$ cat config.mk
export PLATFORM = sky130hd
export DESIGN_NAME = mean_shift_centroid_step
export DESIGN_NICKNAME = d
export VERILOG_FILES = /design/src/rtl/msc_pkg.sv /design/src/rtl/msc_fifo.sv /design/src/rtl/msc_front.sv /design/src/rtl/msc_back.sv /design/src/rtl/msc_div.sv /design/src/rtl/mean_shift_centroid_step.sv
export SDC_FILE = /design/constraint.sdc
export NUM_CORES = 2
export LEC_CHECK = 0
export ABC_AREA = 1
export BUFFER_PORTS_ARGS = -buffer_cell sky130_fd_sc_hd__buf_2
export CORE_MARGIN = 5
export CORE_UTILIZATION = 41
export CTS_CLUSTER_DIAMETER = 150
export DETAILED_ROUTE_END_ITERATION = 10
export PLACE_DENSITY = 0.59
export REMOVE_ABC_BUFFERS = 1
export SLEW_MARGIN = 20
export SYNTH_ARGS = -nofsm -noshare
export SYNTH_HDL_FRONTEND = slang
export SYNTH_SLANG_ARGS = --single-unit
$ cat constraint.sdc
create_clock -name clk -period 10.58 [get_ports clk]
set_input_delay 0.529 -clock clk [delete_from_list [all_inputs] [get_ports clk]]
set_output_delay 0.529 -clock clk [all_outputs]
set_load 0.02 [all_outputs]
$ cat src/rtl/msc_pkg.sv
package msc_pkg;

    // fixed field widths
    localparam int WEIGHT_W    = 16;
    localparam int SHIFT_W     = 9;
    localparam int CFG_W       = 8;
    localparam int APB_DATA_W  = 32;
    localparam int APB_ADDR_W  = 3;

    // defaults and queue sizing
    localparam int DEF_MAX_DIM = 128;
    localparam int Q_DEPTH     = 4;

    // queue status between the queue and its users
    typedef struct packed {
        logic full;
        logic empty;
    } q_stat_t;

    // largest usable window side: the 8-bit registers cap it at 255
    function automatic int eff_max(input int max_dim);
        return (max_dim > 255) ? 255 : max_dim;
    endfunction

    // bits of a row or column index
    function automatic int idx_w(input int max_dim);
        return $clog2(eff_max(max_dim));
    endfunction

    // bits of a clamped width or height
    function automatic int dim_w(input int max_dim);
        return $clog2(eff_max(max_dim) + 1);
    endfunction

    // bits of a signed offset 2i-(h-1)
    function automatic int d_w(input int max_dim);
        return dim_w(max_dim) + 2;
    endfunction

    // bits of one queue entry: last flag, masked weight, two offsets
    function automatic int ent_w(input int max_dim);
        return 1 + WEIGHT_W + 2 * d_w(max_dim);
    endfunction

    // bits of the weight sum
    function automatic int t_w(input int max_dim);
        return WEIGHT_W + 2 * idx_w(max_dim);
    endfunction

    // bits of a signed moment sum
    function automatic int m_w(input int max_dim);
        return 20 + 3 * idx_w(max_dim);
    endfunction

endpackage

$ cat src/rtl/msc_fifo.sv
module msc_fifo #(
    parameter int DATA_W = 8,
    parameter int DEPTH  = msc_pkg::Q_DEPTH
) (
    input  logic                 clk,
    input  logic                 rst_n,
    input  logic                 wr_en,
    input  logic [DATA_W-1:0]    wr_data,
    input  logic                 rd_en,
    output logic [DATA_W-1:0]    rd_data,
    output msc_pkg::q_stat_t     stat
);
    import msc_pkg::*;

    localparam int PTR_W = (DEPTH > 1) ? $clog2(DEPTH) : 1;
    localparam int CNT_W = $clog2(DEPTH + 1);

    logic [DATA_W-1:0] mem_reg [DEPTH];
    logic [PTR_W-1:0]  wr_ptr_reg, wr_ptr_next;
    logic [PTR_W-1:0]  rd_ptr_reg, rd_ptr_next;
    logic [CNT_W-1:0]  count_reg, count_next;
    logic              do_wr;
    logic              do_rd;

    // status and gated strobes
    assign stat.full  = (count_reg == CNT_W'(DEPTH));
    assign stat.empty = (count_reg == '0);
    assign do_wr      = wr_en && !stat.full;
    assign do_rd      = rd_en && !stat.empty;
    assign rd_data    = mem_reg[rd_ptr_reg];

    // pointer and count update
    always_comb
    begin
        wr_ptr_next = wr_ptr_reg;
        rd_ptr_next = rd_ptr_reg;
        count_next  = count_reg;
        if (do_wr)
        begin
            wr_ptr_next = (wr_ptr_reg == PTR_W'(DEPTH - 1)) ? '0 : wr_ptr_reg + PTR_W'(1);
        end
        if (do_rd)
        begin
            rd_ptr_next = (rd_ptr_reg == PTR_W'(DEPTH - 1)) ? '0 : rd_ptr_reg + PTR_W'(1);
        end
        if (do_wr && !do_rd)
        begin
            count_next = count_reg + CNT_W'(1);
        end
        else if (do_rd && !do_wr)
        begin
            count_next = count_reg - CNT_W'(1);
        end
    end

    always_ff @(posedge clk or negedge rst_n)
    begin
        if (!rst_n)
        begin
            wr_ptr_reg <= '0;
            rd_ptr_reg <= '0;
            count_reg  <= '0;
        end
        else
        begin
            wr_ptr_reg <= wr_ptr_next;
            rd_ptr_reg <= rd_ptr_next;
            count_reg  <= count_next;
        end
    end

    // entry storage
    always_ff @(posedge clk)
    begin
        if (do_wr)
        begin
            mem_reg[wr_ptr_reg] <= wr_data;
        end
    end

endmodule

$ cat src/rtl/msc_front.sv
module msc_front #(
    parameter int MAX_DIM = msc_pkg::DEF_MAX_DIM
) (
    input  logic                                  clk,
    input  logic                                  rst_n,
    input  logic                                  clr,
    input  logic [msc_pkg::CFG_W-1:0]             region_width,
    input  logic [msc_pkg::CFG_W-1:0]             region_height,
    input  logic                                  push,
    input  logic [msc_pkg::WEIGHT_W-1:0]          pixel_weight,
    output logic                                  full,
    input  msc_pkg::q_stat_t                      q_stat,
    output logic                                  q_wr,
    output logic [msc_pkg::ent_w(MAX_DIM)-1:0]    q_wdata
);
    import msc_pkg::*;

    localparam int EFF   = eff_max(MAX_DIM);
    localparam int IDX_W = idx_w(MAX_DIM);
    localparam int DIM_W = dim_w(MAX_DIM);
    localparam int D_W   = d_w(MAX_DIM);

    logic [IDX_W-1:0]        col_reg, col_next;
    logic [IDX_W-1:0]        row_reg, row_next;
    logic [DIM_W-1:0]        w_eff, h_eff, hm1;
    logic                    accept;
    logic                    col_end, row_end, last;
    logic signed [D_W-1:0]   dx, dy;
    logic signed [2*D_W-1:0] sqx, sqy;
    logic [2*D_W:0]          r2;
    logic [2*DIM_W-1:0]      hsq;
    logic                    in_disc;
    logic [WEIGHT_W-1:0]     wm;

    // clamp window dimensions
    always_comb
    begin
        if (region_width == '0)
        begin
            w_eff = DIM_W'(1);
        end
        else if (int'(region_width) > EFF)
        begin
            w_eff = DIM_W'(EFF);
        end
        else
        begin
            w_eff = DIM_W'(region_width);
        end
        if (int'(region_height) < 2)
        begin
            h_eff = DIM_W'(2);
        end
        else if (int'(region_height) > EFF)
        begin
            h_eff = DIM_W'(EFF);
        end
        else
        begin
            h_eff = DIM_W'(region_height);
        end
    end

    assign hm1     = h_eff - DIM_W'(1);
    assign accept  = push && !q_stat.full;
    assign full    = q_stat.full;
    assign col_end = (DIM_W'(col_reg) + DIM_W'(1)) >= w_eff;
    assign row_end = (DIM_W'(row_reg) + DIM_W'(1)) >= h_eff;
    assign last    = col_end && row_end;

    // offsets from the height-based centre, doubled
    assign dx = $signed(D_W'({col_reg, 1'b0})) - $signed(D_W'(hm1));
    assign dy = $signed(D_W'({row_reg, 1'b0})) - $signed(D_W'(hm1));

    // disc test
    assign sqx     = dx * dx;
    assign sqy     = dy * dy;
    assign hsq     = hm1 * hm1;
    assign r2      = (2*D_W+1)'($unsigned(sqx)) + (2*D_W+1)'($unsigned(sqy));
    assign in_disc = r2 <= (2*D_W+1)'(hsq);
    assign wm      = in_disc ? pixel_weight : '0;

    assign q_wr    = accept;
    assign q_wdata = {last, wm, dx, dy};

    // raster counters
    always_comb
    begin
        col_next = col_reg;
        row_next = row_reg;
        if (clr)
        begin
            col_next = '0;
            row_next = '0;
        end
        else if (accept)
        begin
            if (col_end)
            begin
                col_next = '0;
                row_next = row_end ? '0 : row_reg + IDX_W'(1);
            end
            else
            begin
                col_next = col_reg + IDX_W'(1);
            end
        end
    end

    always_ff @(posedge clk or negedge rst_n)
    begin
        if (!rst_n)
        begin
            col_reg <= '0;
            row_reg <= '0;
        end
        else
        begin
            col_reg <= col_next;
            row_reg <= row_next;
        end
    end

endmodule

$ cat src/rtl/msc_back.sv
module msc_back #(
    parameter int MAX_DIM = msc_pkg::DEF_MAX_DIM
) (
    input  logic                                      clk,
    input  logic                                      rst_n,
    input  logic                                      clr,
    input  msc_pkg::q_stat_t                          q_stat,
    input  logic [msc_pkg::ent_w(MAX_DIM)-1:0]        q_rdata,
    output logic                                      q_rd,
    input  logic                                      div_rdy,
    output logic                                      div_start,
    output logic signed [msc_pkg::m_w(MAX_DIM)-1:0]   div_mx,
    output logic signed [msc_pkg::m_w(MAX_DIM)-1:0]   div_my,
    output logic [msc_pkg::t_w(MAX_DIM)-1:0]          div_tot
);
    import msc_pkg::*;

    localparam int D_W   = d_w(MAX_DIM);
    localparam int ENT_W = ent_w(MAX_DIM);
    localparam int T_W   = t_w(MAX_DIM);
    localparam int M_W   = m_w(MAX_DIM);

    logic                         ent_last;
    logic [WEIGHT_W-1:0]          ent_wgt;
    logic signed [D_W-1:0]        ent_dx, ent_dy;
    logic signed [D_W+WEIGHT_W:0] px, py;
    logic signed [M_W-1:0]        mx_reg, mx_next, mx_sum;
    logic signed [M_W-1:0]        my_reg, my_next, my_sum;
    logic [T_W-1:0]               tot_reg, tot_next, tot_sum;

    // unpack queue entry
    assign ent_last = q_rdata[ENT_W-1];
    assign ent_wgt  = q_rdata[ENT_W-2 -: WEIGHT_W];
    assign ent_dx   = $signed(q_rdata[2*D_W-1 -: D_W]);
    assign ent_dy   = $signed(q_rdata[D_W-1:0]);

    // window end waits for the divider
    assign q_rd      = !q_stat.empty && (!ent_last || div_rdy);
    assign div_start = q_rd && ent_last;

    // weighted contributions
    assign px      = ent_dx * $signed({1'b0, ent_wgt});
    assign py      = ent_dy * $signed({1'b0, ent_wgt});
    assign mx_sum  = mx_reg + M_W'(px);
    assign my_sum  = my_reg + M_W'(py);
    assign tot_sum = tot_reg + T_W'(ent_wgt);

    assign div_mx  = mx_sum;
    assign div_my  = my_sum;
    assign div_tot = tot_sum;

    // accumulators, cleared at window end or on clr
    always_comb
    begin
        mx_next  = mx_reg;
        my_next  = my_reg;
        tot_next = tot_reg;
        if (clr || (q_rd && ent_last))
        begin
            mx_next  = '0;
            my_next  = '0;
            tot_next = '0;
        end
        else if (q_rd)
        begin
            mx_next  = mx_sum;
            my_next  = my_sum;
            tot_next = tot_sum;
        end
    end

    always_ff @(posedge clk or negedge rst_n)
    begin
        if (!rst_n)
        begin
            mx_reg  <= '0;
            my_reg  <= '0;
            tot_reg <= '0;
        end
        else
        begin
            mx_reg  <= mx_next;
            my_reg  <= my_next;
            tot_reg <= tot_next;
        end
    end

endmodule

$ cat src/rtl/msc_div.sv
module msc_div #(
    parameter int MAX_DIM = msc_pkg::DEF_MAX_DIM
) (
    input  logic                                      clk,
    input  logic                                      rst_n,
    input  logic                                      start,
    input  logic signed [msc_pkg::m_w(MAX_DIM)-1:0]   mx,
    input  logic signed [msc_pkg::m_w(MAX_DIM)-1:0]   my,
    input  logic [msc_pkg::t_w(MAX_DIM)-1:0]          tot,
    output logic                                      rdy,
    input  logic                                      out_pop,
    output logic                                      out_valid,
    output logic signed [msc_pkg::SHIFT_W-1:0]        shift_x,
    output logic signed [msc_pkg::SHIFT_W-1:0]        shift_y,
    output logic                                      converged,
    output logic                                      empty_weight
);
    import msc_pkg::*;

    localparam int M_W   = m_w(MAX_DIM);
    localparam int Q_W   = idx_w(MAX_DIM);
    localparam int CNT_W = (Q_W > 1) ? $clog2(Q_W) : 1;

    localparam logic [1:0] ST_IDLE = 2'd0;
    localparam logic [1:0] ST_RUN  = 2'd1;
    localparam logic [1:0] ST_FIN  = 2'd2;

    logic [1:0]                state_reg, state_next;
    logic                      lane_reg, lane_next;
    logic [CNT_W-1:0]          cnt_reg, cnt_next;
    logic [M_W-1:0]            rem_reg, rem_next;
    logic [M_W-1:0]            dsh_reg, dsh_next;
    logic [M_W-1:0]            dbase_reg, dbase_next;
    logic [M_W-1:0]            magy_reg, magy_next;
    logic [Q_W-1:0]            q_reg, q_next;
    logic [Q_W-1:0]            qx_reg, qx_next;
    logic                      negx_reg, negx_next;
    logic                      negy_reg, negy_next;
    logic                      zero_reg, zero_next;
    logic                      ov_reg, ov_next;
    logic signed [SHIFT_W-1:0] sx_reg, sx_next;
    logic signed [SHIFT_W-1:0] sy_reg, sy_next;
    logic                      cv_reg, cv_next;
    logic                      ew_reg, ew_next;
    logic                      ge;
    logic [Q_W-1:0]            q_step;
    logic signed [SHIFT_W-1:0] sx_val, sy_val;

    assign rdy          = (state_reg == ST_IDLE);
    assign out_valid    = ov_reg;
    assign shift_x      = sx_reg;
    assign shift_y      = sy_reg;
    assign converged    = cv_reg;
    assign empty_weight = ew_reg;

    // one restoring step
    assign ge     = rem_reg >= dsh_reg;
    assign q_step = (q_reg << 1) | Q_W'(ge);

    // signed results from magnitudes
    assign sx_val = negx_reg ? -$signed(SHIFT_W'(qx_reg)) : $signed(SHIFT_W'(qx_reg));
    assign sy_val = negy_reg ? -$signed(SHIFT_W'(q_reg)) : $signed(SHIFT_W'(q_reg));

    // sequencer: x lane, then y lane, then hand off; a zero weight sum goes straight to hand off
    always_comb
    begin
        state_next = state_reg;
        lane_next  = lane_reg;
        cnt_next   = cnt_reg;
        rem_next   = rem_reg;
        dsh_next   = dsh_reg;
        dbase_next = dbase_reg;
        magy_next  = magy_reg;
        q_next     = q_reg;
        qx_next    = qx_reg;
        negx_next  = negx_reg;
        negy_next  = negy_reg;
        zero_next  = zero_reg;
        ov_next    = ov_reg;
        sx_next    = sx_reg;
        sy_next    = sy_reg;
        cv_next    = cv_reg;
        ew_next    = ew_reg;
        if (out_pop && ov_reg)
        begin
            ov_next = 1'b0;
        end
        case (state_reg)
            ST_IDLE:
            begin
                if (start)
                begin
                    zero_next  = (tot == '0);
                    dbase_next = M_W'({tot, 1'b0}) << (Q_W - 1);
                    dsh_next   = M_W'({tot, 1'b0}) << (Q_W - 1);
                    negx_next  = mx[M_W-1];
                    negy_next  = my[M_W-1];
                    rem_next   = mx[M_W-1] ? $unsigned(-mx) : $unsigned(mx);
                    magy_next  = my[M_W-1] ? $unsigned(-my) : $unsigned(my);
                    q_next     = '0;
                    qx_next    = '0;
                    lane_next  = 1'b0;
                    cnt_next   = CNT_W'(Q_W - 1);
                    state_next = (tot == '0) ? ST_FIN : ST_RUN;
                end
            end
            ST_RUN:
            begin
                rem_next = ge ? rem_reg - dsh_reg : rem_reg;
                dsh_next = dsh_reg >> 1;
                q_next   = q_step;
                cnt_next = cnt_reg - CNT_W'(1);
                if (cnt_reg == '0)
                begin
                    if (!lane_reg)
                    begin
                        qx_next   = q_step;
                        q_next    = '0;
                        rem_next  = magy_reg;
                        dsh_next  = dbase_reg;
                        lane_next = 1'b1;
                        cnt_next  = CNT_W'(Q_W - 1);
                    end
                    else
                    begin
                        state_next = ST_FIN;
                    end
                end
            end
            ST_FIN:
            begin
                if (!ov_reg)
                begin
                    ov_next    = 1'b1;
                    ew_next    = zero_reg;
                    sx_next    = zero_reg ? '0 : sx_val;
                    sy_next    = zero_reg ? '0 : sy_val;
                    cv_next    = zero_reg || ((qx_reg == '0) && (q_reg == '0));
                    state_next = ST_IDLE;
                end
            end
            default:
            begin
                state_next = ST_IDLE;
            end
        endcase
    end

    always_ff @(posedge clk or negedge rst_n)
    begin
        if (!rst_n)
        begin
            state_reg <= ST_IDLE;
            ov_reg    <= 1'b0;
        end
        else
        begin
            state_reg <= state_next;
            ov_reg    <= ov_next;
        end
    end

    // datapath registers
    always_ff @(posedge clk)
    begin
        lane_reg  <= lane_next;
        cnt_reg   <= cnt_next;
        rem_reg   <= rem_next;
        dsh_reg   <= dsh_next;
        dbase_reg <= dbase_next;
        magy_reg  <= magy_next;
        q_reg     <= q_next;
        qx_reg    <= qx_next;
        negx_reg  <= negx_next;
        negy_reg  <= negy_next;
        zero_reg  <= zero_next;
        sx_reg    <= sx_next;
        sy_reg    <= sy_next;
        cv_reg    <= cv_next;
        ew_reg    <= ew_next;
    end

`ifndef ASSERT_OFF
    a_start_idle: assert property (@(posedge clk) disable iff (!rst_n)
        start |-> state_reg == ST_IDLE)
        else $error("divider started while busy");

    a_run_no_idle: assert property (@(posedge clk) disable iff (!rst_n)
        state_reg == ST_RUN |=> state_reg == ST_RUN || state_reg == ST_FIN)
        else $error("divider left run without finishing");

    a_empty_zero: assert property (@(posedge clk) disable iff (!rst_n)
        ov_reg && ew_reg |-> sx_reg == '0 && sy_reg == '0 && cv_reg)
        else $error("empty weight with nonzero shift");

    a_conv_match: assert property (@(posedge clk) disable iff (!rst_n)
        ov_reg |-> cv_reg == (sx_reg == '0 && sy_reg == '0))
        else $error("converged flag disagrees with shifts");
`endif

endmodule

$ cat src/rtl/mean_shift_centroid_step.sv
// Mean-shift centroid step: pixel weights stream in raster order over a window of
// region_width by region_height, one transaction per cycle while full is low; each
// pixel inside the disc centred at (h-1)/2 on both axes adds to the weight and moment
// sums, and the last pixel of a window produces one result with the truncated shifts,
// a converged flag and an empty-weight flag. The front end classifies a pixel in the
// cycle it is taken and places it in a four-entry queue; the back end accumulates one
// entry per cycle while the queue holds entries and the window-end entry is not held
// back. At window end the sums go to a restoring divider that works the x lane, then the
// y lane (both skipped for a zero weight sum), then loads the result register and can
// then take the next window; it runs while the next window accumulates. The window-end
// entry waits in the queue while the previous division is still running or is holding
// its finished result because the result before it has not yet been popped. Writing
// either register restarts the window and must happen while the block is idle.
module mean_shift_centroid_step #(
    parameter int MAX_DIM = msc_pkg::DEF_MAX_DIM
) (
    input  logic                                clk,
    input  logic                                rst_n,
    input  logic                                psel,
    input  logic                                penable,
    input  logic                                pwrite,
    input  logic [msc_pkg::APB_ADDR_W-1:0]      paddr,
    input  logic [msc_pkg::APB_DATA_W-1:0]      pwdata,
    output logic [msc_pkg::APB_DATA_W-1:0]      prdata,
    output logic                                pready,
    input  logic                                push,
    output logic                                full,
    input  logic [msc_pkg::WEIGHT_W-1:0]        pixel_weight,
    output logic                                empty,
    input  logic                                pop,
    output logic signed [msc_pkg::SHIFT_W-1:0]  shift_x,
    output logic signed [msc_pkg::SHIFT_W-1:0]  shift_y,
    output logic                                converged,
    output logic                                empty_weight
);
    import msc_pkg::*;

    localparam int ENT_W = ent_w(MAX_DIM);
    localparam int T_W   = t_w(MAX_DIM);
    localparam int M_W   = m_w(MAX_DIM);

    localparam logic REG_WIDTH  = 1'b0;
    localparam logic REG_HEIGHT = 1'b1;

    logic [CFG_W-1:0]      width_reg, width_next;
    logic [CFG_W-1:0]      height_reg, height_next;
    logic                  cfg_wr;
    logic                  q_wr, q_rd;
    logic [ENT_W-1:0]      q_wdata, q_rdata;
    q_stat_t               q_stat;
    logic                  div_rdy, div_start, out_valid;
    logic signed [M_W-1:0] div_mx, div_my;
    logic [T_W-1:0]        div_tot;

    // register port
    assign pready = 1'b1;
    assign cfg_wr = psel && penable && pwrite && pready;
    assign prdata = (paddr[2] == REG_HEIGHT) ? APB_DATA_W'(height_reg)
                                             : APB_DATA_W'(width_reg);

    always_comb
    begin
        width_next  = width_reg;
        height_next = height_reg;
        if (cfg_wr)
        begin
            case (paddr[2])
                REG_WIDTH:  width_next  = pwdata[CFG_W-1:0];
                REG_HEIGHT: height_next = pwdata[CFG_W-1:0];
                default:    width_next  = width_reg;
            endcase
        end
    end

    always_ff @(posedge clk or negedge rst_n)
    begin
        if (!rst_n)
        begin
            width_reg  <= CFG_W'(1);
            height_reg <= CFG_W'(2);
        end
        else
        begin
            width_reg  <= width_next;
            height_reg <= height_next;
        end
    end

    // classify pixels
    msc_front #(
        .MAX_DIM (MAX_DIM)
    ) u_front (
        .clk           (clk),
        .rst_n         (rst_n),
        .clr           (cfg_wr),
        .region_width  (width_reg),
        .region_height (height_reg),
        .push          (push),
        .pixel_weight  (pixel_weight),
        .full          (full),
        .q_stat        (q_stat),
        .q_wr          (q_wr),
        .q_wdata       (q_wdata)
    );

    // decoupling queue
    msc_fifo #(
        .DATA_W (ENT_W),
        .DEPTH  (Q_DEPTH)
    ) u_fifo (
        .clk     (clk),
        .rst_n   (rst_n),
        .wr_en   (q_wr),
        .wr_data (q_wdata),
        .rd_en   (q_rd),
        .rd_data (q_rdata),
        .stat    (q_stat)
    );

    // accumulate sums
    msc_back #(
        .MAX_DIM (MAX_DIM)
    ) u_back (
        .clk       (clk),
        .rst_n     (rst_n),
        .clr       (cfg_wr),
        .q_stat    (q_stat),
        .q_rdata   (q_rdata),
        .q_rd      (q_rd),
        .div_rdy   (div_rdy),
        .div_start (div_start),
        .div_mx    (div_mx),
        .div_my    (div_my),
        .div_tot   (div_tot)
    );

    // shift division and result register
    msc_div #(
        .MAX_DIM (MAX_DIM)
    ) u_div (
        .clk          (clk),
        .rst_n        (rst_n),
        .start        (div_start),
        .mx           (div_mx),
        .my           (div_my),
        .tot          (div_tot),
        .rdy          (div_rdy),
        .out_pop      (pop),
        .out_valid    (out_valid),
        .shift_x      (shift_x),
        .shift_y      (shift_y),
        .converged    (converged),
        .empty_weight (empty_weight)
    );

    assign empty = !out_valid;

endmodule
-- After elaboration in Yosys (flattened, before gate mapping)
Memories as Yosys holds them, arrays and structs flattened.
Index checks and enable logic that the tools add are counted.
- bits in registers: 346
- RAM bits: 148
- output and inout bits: 55
- memories kept: 1
- memory list (memory ; words ; width ; read ports ; clocked after memory_dff ; wr ports ; line ; text):
    u_fifo.mem_reg ; 4 ; 37 ; 1 ; 0 ; 1 ; msc_fifo.sv:18 ; logic [DATA_W-1:0] mem_reg [DEPTH];
- add/sub/neg operators: 21
- multiply operators: 5
- order comparisons: 7
- eq/ne operators: 10
- multiplexer cells: 61
- bitwise logic cells: 5
- reductions and logical operators: 44
- operators with widths (cell ; number):
    41-bit two-way mux ; 11
    41-bit case mux with 2 select lines ; 2
    7-bit two-way mux ; 14
    41-bit by 27-bit adder with 41-bit output ; 2
    41-bit negation ; 2
    40-bit two-way mux ; 2
    30-bit two-way mux ; 2
    10-bit by 17-bit multiplier with 27-bit output ; 2
    41-bit greater-or-equal comparator ; 1
    41-bit subtractor ; 1
    8-bit two-way mux ; 5
    9-bit by 9-bit multiplier with 18-bit output ; 2
    30-bit by 16-bit adder with 30-bit output ; 1
    30-bit zero test ; 1
    7-bit case mux with 2 select lines ; 2
    20-bit by 20-bit adder with 21-bit output ; 1
    21-bit by 16-bit less-or-equal comparator with 1-bit output ; 1
    7-bit negation with 9-bit output ; 2
    8-bit by 8-bit subtractor with 9-bit output ; 2
    7-bit by 1-bit adder with 8-bit output, second input constant ; 2
    8-bit greater-or-equal comparator ; 2
    8-bit > comparator, second input constant ; 2
    8-bit by 8-bit multiplier with 16-bit output ; 1
    16-bit two-way mux ; 1
    other kinds (31) ; 89

-- Depth between registers and ports, before layout
- depth in word-level cells: 9
- mapped depth: 55

-- By module
From an unflattened synthesis, not the netlist that was laid out.
- cell total of the unflattened synthesis: 7239
- area, all modules: 54563.6 sq um
- by module, submodules not included (module ; instances ; cells an instance ; area each (sq um) ; seq. area each (sq um)):
    msc_back ; 1 ; 3172 ; 22242.6 ; 2802.7
    msc_div ; 1 ; 2062 ; 14575.2 ; 5780.5
    msc_front ; 1 ; 1387 ; 10396.2 ; 350.3
    msc_fifo ; 1 ; 492 ; 6389.9 ; 4619.4
    mean_shift_centroid_step ; 1 ; 126 ; 959.7 ; 402.9

-- Worst setup path after synthesis
OpenSTA, ideal clock, no wires.
- path kind: flip-flop to flip-flop
- from: register height_reg[1]
- to: memory u_fifo.mem_reg[0][25] in the netlist's numbering, data pin
- arrival: 9.365 ns
- required time: 10.413 ns
- setup slack: 1.048 ns
- cell stages (with the launch flop): 52
- cells stage by stage: dfstp_2 nor2_1 nand2_1 nor2_1 nor2_1 nand2_1 buf_4 ha_1 xnor2_1 ha_1 a21oi_1 o21ai_0 nand3_1 nand2_1 nand3_1 nand2_1 or2_2 nand2_2 (+16 left out) xor2_1 inv_1 ha_1 nand2_1 o21ai_0 nor2_1 xnor2_1 ha_1 nand2_1 nor2_1 nor2_1 nand4_1 a221oi_1 nor2_1 o21ai_0 nand3_1 clkbuf_1 nor2_1
- longest elaborated chain between the ends: 9
- elaborated cells on any way between the ends: 13
- RTL lines (what ; line ; text):
    from (decl) ; mean_shift_centroid_step.sv:46 ; logic [CFG_W-1:0] height_reg, height_next;
    from (signal assigned) ; mean_shift_centroid_step.sv:85 ; height_reg <= height_next;
    8-bit > comparator ; msc_front.sv:54 ; else if (int'(region_height) > EFF)
    8-bit two-way mux ; msc_front.sv:54 ;
    8-bit two-way mux * ; msc_front.sv:50 ; if (int'(region_height) < 2)
    8-bit by 1-bit subtractor with 8-bit output * ; msc_front.sv:64 ; assign hm1 = h_eff - DIM_W'(1);
    8-bit by 8-bit subtractor with 9-bit output * ; msc_front.sv:73 ; assign dy = $signed(D_W'({row_reg, 1'b0})) - $signed(D_W'(hm1));
    net q_wdata[0] ; mean_shift_centroid_step.sv:49 ; logic [ENT_W-1:0] q_wdata, q_rdata;
    9-bit by 9-bit multiplier with 18-bit output * ; msc_front.sv:77 ; assign sqy = dy * dy;
    20-bit by 20-bit adder with 21-bit output * ; msc_front.sv:79 ; assign r2 = (2*D_W+1)'($unsigned(sqx)) + (2*D_W+1)'($unsigned(sqy));
    21-bit by 16-bit less-or-equal comparator with 1-bit output * ; msc_front.sv:80 ; assign in_disc = r2 <= (2*D_W+1)'(hsq);
    16-bit two-way mux * ; msc_front.sv:81 ; assign wm = in_disc ? pixel_weight : '0;
    net q_wdata[25] ; mean_shift_centroid_step.sv:49 ;
    to (decl) ; msc_fifo.sv:18 ;
Mark *: on every way through the listed nets, which the timed path passes. The rest lies on a longest branch.

-- Worst setup path in the final report
- from: register height_reg[1]
- to: memory u_fifo.mem_reg[2][29] in the netlist's numbering, data pin
Same word-level chain as after synthesis.

==> reports/results.tsv <==
metric	value	unit
status	finished clean	
Area Growth Syn to Fin	8.74	%
Antenna Nets Post-Route	0	
die area	132000	sq um
Initial Utilization	41.3	%
antenna diode count	0	
Synth Area in Compound Gates	9.73	%
startpoint type of the worst setup path	flop	
Worst Hold End	width_reg[0]$_DFFE_PN1P_	
WP buf/inv	8	
PortBufs	61	
FF-to-FF Start	height_reg[1]$_DFFE_PN1P_	
Worst Hold Class	in -> reg	
Fillers	12500	
ys flop type	edfxtp_1	
Max stage delay on crit path	0.57	ns
Post-Synth XOR/XNOR Area	3.22	%
first-pass GRT wire length	238000	um
hold path depth	3	
gr usage total	22.8	%
Worst R2R End	u_fifo.mem_reg[2][29]$_DFFE_PP_	
Detailed Route Iter0 Violations	2952	
worst slew pin tran	1.09	ns
grt ovf	0	
floorplan row count	129	
HPWL Detailed	120000	um
root buffer cell	clkbuf_16	
I/O pin count	113	
initial antenna violation count	0	
clock skew	0.0594	ns
fraction of layout cells with a size suffix above 1	5.29	%
mapped cell area	51100	sq um
vias	42800	
placer congestion estimate	0.917	
Reg2Reg Setup Slack	0.71	ns
mux cell area share after synthesis	0.0196	%
crit share post-route	93.3	%
worst-case reg-to-reg path depth	50	
Post-Synth Adder-Cell Area	27.9	%
post-route minimum period	9.87	ns
Avg Inst Size Synth	7.78	sq um
H-tree levels	2	
crit-path most repeated cell	nor2_1	
die height	363	um
core area	124000	sq um
FMAX	101	MHz
Simple-Gate Fraction of Synth Area	21.9	%
Sink Count	478	
max FFs per register	136	
Seq/Total Area, Yosys	26.6	%
CP top delay family	adder cells	
commonest non-fill, non-tap cells in the layout	nand2_1, inv_1, nor2_1, ha_1, fa_1	
drt drc	0	
Post-CTS Setup Repair Bufs	0	
synth warn	0	
Worst Path Required	11.07	ns
Cell variety after synth	65	
Max-Cap Viols	0	
Final Setup Violations	0	
Slew headroom	27.2	%
Post-Syn Instances	6570	
Vias/cell	5.16	
WL/cell	18.1	um
Worst Path Max Fanout	16	
arrival time of the worst setup path	10.35	ns
commonest non-fill, non-tap cell in the layout	nand2_1	
EDFF count, synth	326	
Initial DRT Pass Iterations	6	
CP Capture Type	flop	
DRT Wirelength	151000	um
pin count of the biggest net entering global routing	83	
Final Hold Fails	0	
TritonCTS clock tree	done	
hold path start	pwdata[0]	
clock tree buffer depth	3	
clk_lat worst skew	0.69	ns
register area	13600	sq um
Clk pin slew, worst setup/hold paths	0.06	ns
Die W	363	um
CP max stage cell	dfstp_2	
TNS Setup	0	ns
largest family of logic cells by synthesized area	adder cells	
TritonCTS buffer count	57	
Async SR Flop Fraction	31.8	%
critical path class	reg -> reg	
Yosys reg bits	478	
area of the multi-input gates	32400	sq um
vias in the first global route	42700	
nets	7574	
Slew Viols, Final	0	
## final cells by class
| cell class | instances | share of cell area (%) |
|---|---|---|
| Clock buffer | 71 | 2.77 |
| Clock inverter | 36 | 0.937 |
| Inverter | 1230 | 8.31 |
| Multi-Input combinational cell | 4727 | 58.3 |
| Sequential cell | 478 | 24.5 |
| Tap cell | 1637 | 3.69 |
| Timing Repair Buffer | 133 | 1.55 |
## logic make-up after synthesis
| kind of cell | after synthesis |
|---|---|
| AOI/OAI and AO/OA | 885 |
| xor gates and xnor gates | 186 |
| adders and majority gates | 889 |
| buffers and inverters | 1402 |
| DFF | 478 |
| muxes | 1 |
| other | 2 |
| and+or+nand+nor | 2727 |
## cells in the mapped netlist, types with 20 or more instances
master | instances | area share (%)
xor2_1 | 123 | 2.1
o21ai_1 | 22 | 0.22
nand3_1 | 264 | 2.6
o22ai_1 | 27 | 0.33
nor3_1 | 80 | 0.78
fa_1 | 419 | 16
a21oi_1 | 329 | 3.2
nand2_2 | 20 | 0.24
a21o_1 | 28 | 0.41
nand2_1 | 1582 | 12
inv_1 | 1205 | 8.9
nor2_1 | 633 | 4.6
o21ai_0 | 341 | 3.3
buf_4 | 29 | 0.43
ha_1 | 470 | 12
a32oi_1 | 31 | 0.53
edfxtp_1 | 326 | 19
buf_2 | 22 | 0.22
xnor2_1 | 61 | 1.0
nand4_1 | 61 | 0.75
dfrtp_1 | 150 | 7.3
o211ai_1 | 31 | 0.46
clkbuf_1 | 105 | 0.77
## metrics by stage
step                      utilization [%]  cells  cell area [sq um]  setup WS, ns  hold slack [ns]
after global routing                 44.9   8312              55600      -0.00276            0.152
after CTS                            44.8   8312              55500         0.480            0.117
after global placement               43.2   8203              53400         0.568            0.473
after detailed placement             43.2   8203              53400         0.548            0.475
final                                44.9   8312              55600         0.713            0.140
after floorplan                         -   6435              50400         0.971            0.233
## metal layers
layer | part of all wire, % | global-route usage [%] | up-vias | wire length (um)
li1 | - | - | 21000 | -
met1 | 44 | 30.5 | 20600 | 66200
met2 | 48 | 39.1 | 1103 | 71600
met3 | 5.2 | 2.28 | 220 | 7800
met4 | 3.3 | 6.98 | 0 | 4910
met5 | 0 | 0 | - | 0
## what timing repair did
| action | 4_1_cts | 5_1_grt |
|---|---|---|
| setup endpoints to repair | 0 | 64 |
| endpoints found under the hold margin | 39 | 0 |
| resized for setup | 0 | 23 |
| hold buffers | 2 | 0 |
## worst max path at each step
stage / start / endpoint / slack (ns) / cells past startpoint
global route: height_reg[1]$_DFFE_PN1P_ / u_fifo.mem_reg[1][21]$_DFFE_PP_ / -0.003 / 49
finish: height_reg[1]$_DFFE_PN1P_ / u_fifo.mem_reg[2][29]$_DFFE_PP_ / 0.71 / 50
floorplan: height_reg[1]$_DFFE_PN1P_ / u_fifo.mem_reg[0][20]$_DFFE_PP_ / 0.97 / 49
CTS: height_reg[4]$_DFFE_PN0P_ / u_fifo.mem_reg[3][21]$_DFFE_PP_ / 0.48 / 49
global placement: height_reg[3]$_DFFE_PN0P_ / u_fifo.mem_reg[3][28]$_DFFE_PP_ / 0.57 / 49
detailed placement: height_reg[4]$_DFFE_PN0P_ / u_fifo.mem_reg[3][21]$_DFFE_PP_ / 0.55 / 52
## worst min-delay path, stage by stage
cell and delay, ns:
buf_2 0.09, inv_1 0.07, o21ai_0 0.09
Power is left out: the tool's default activity adds up to more than one toggle a clock period on the data nets, which glitch-free logic cannot reach.
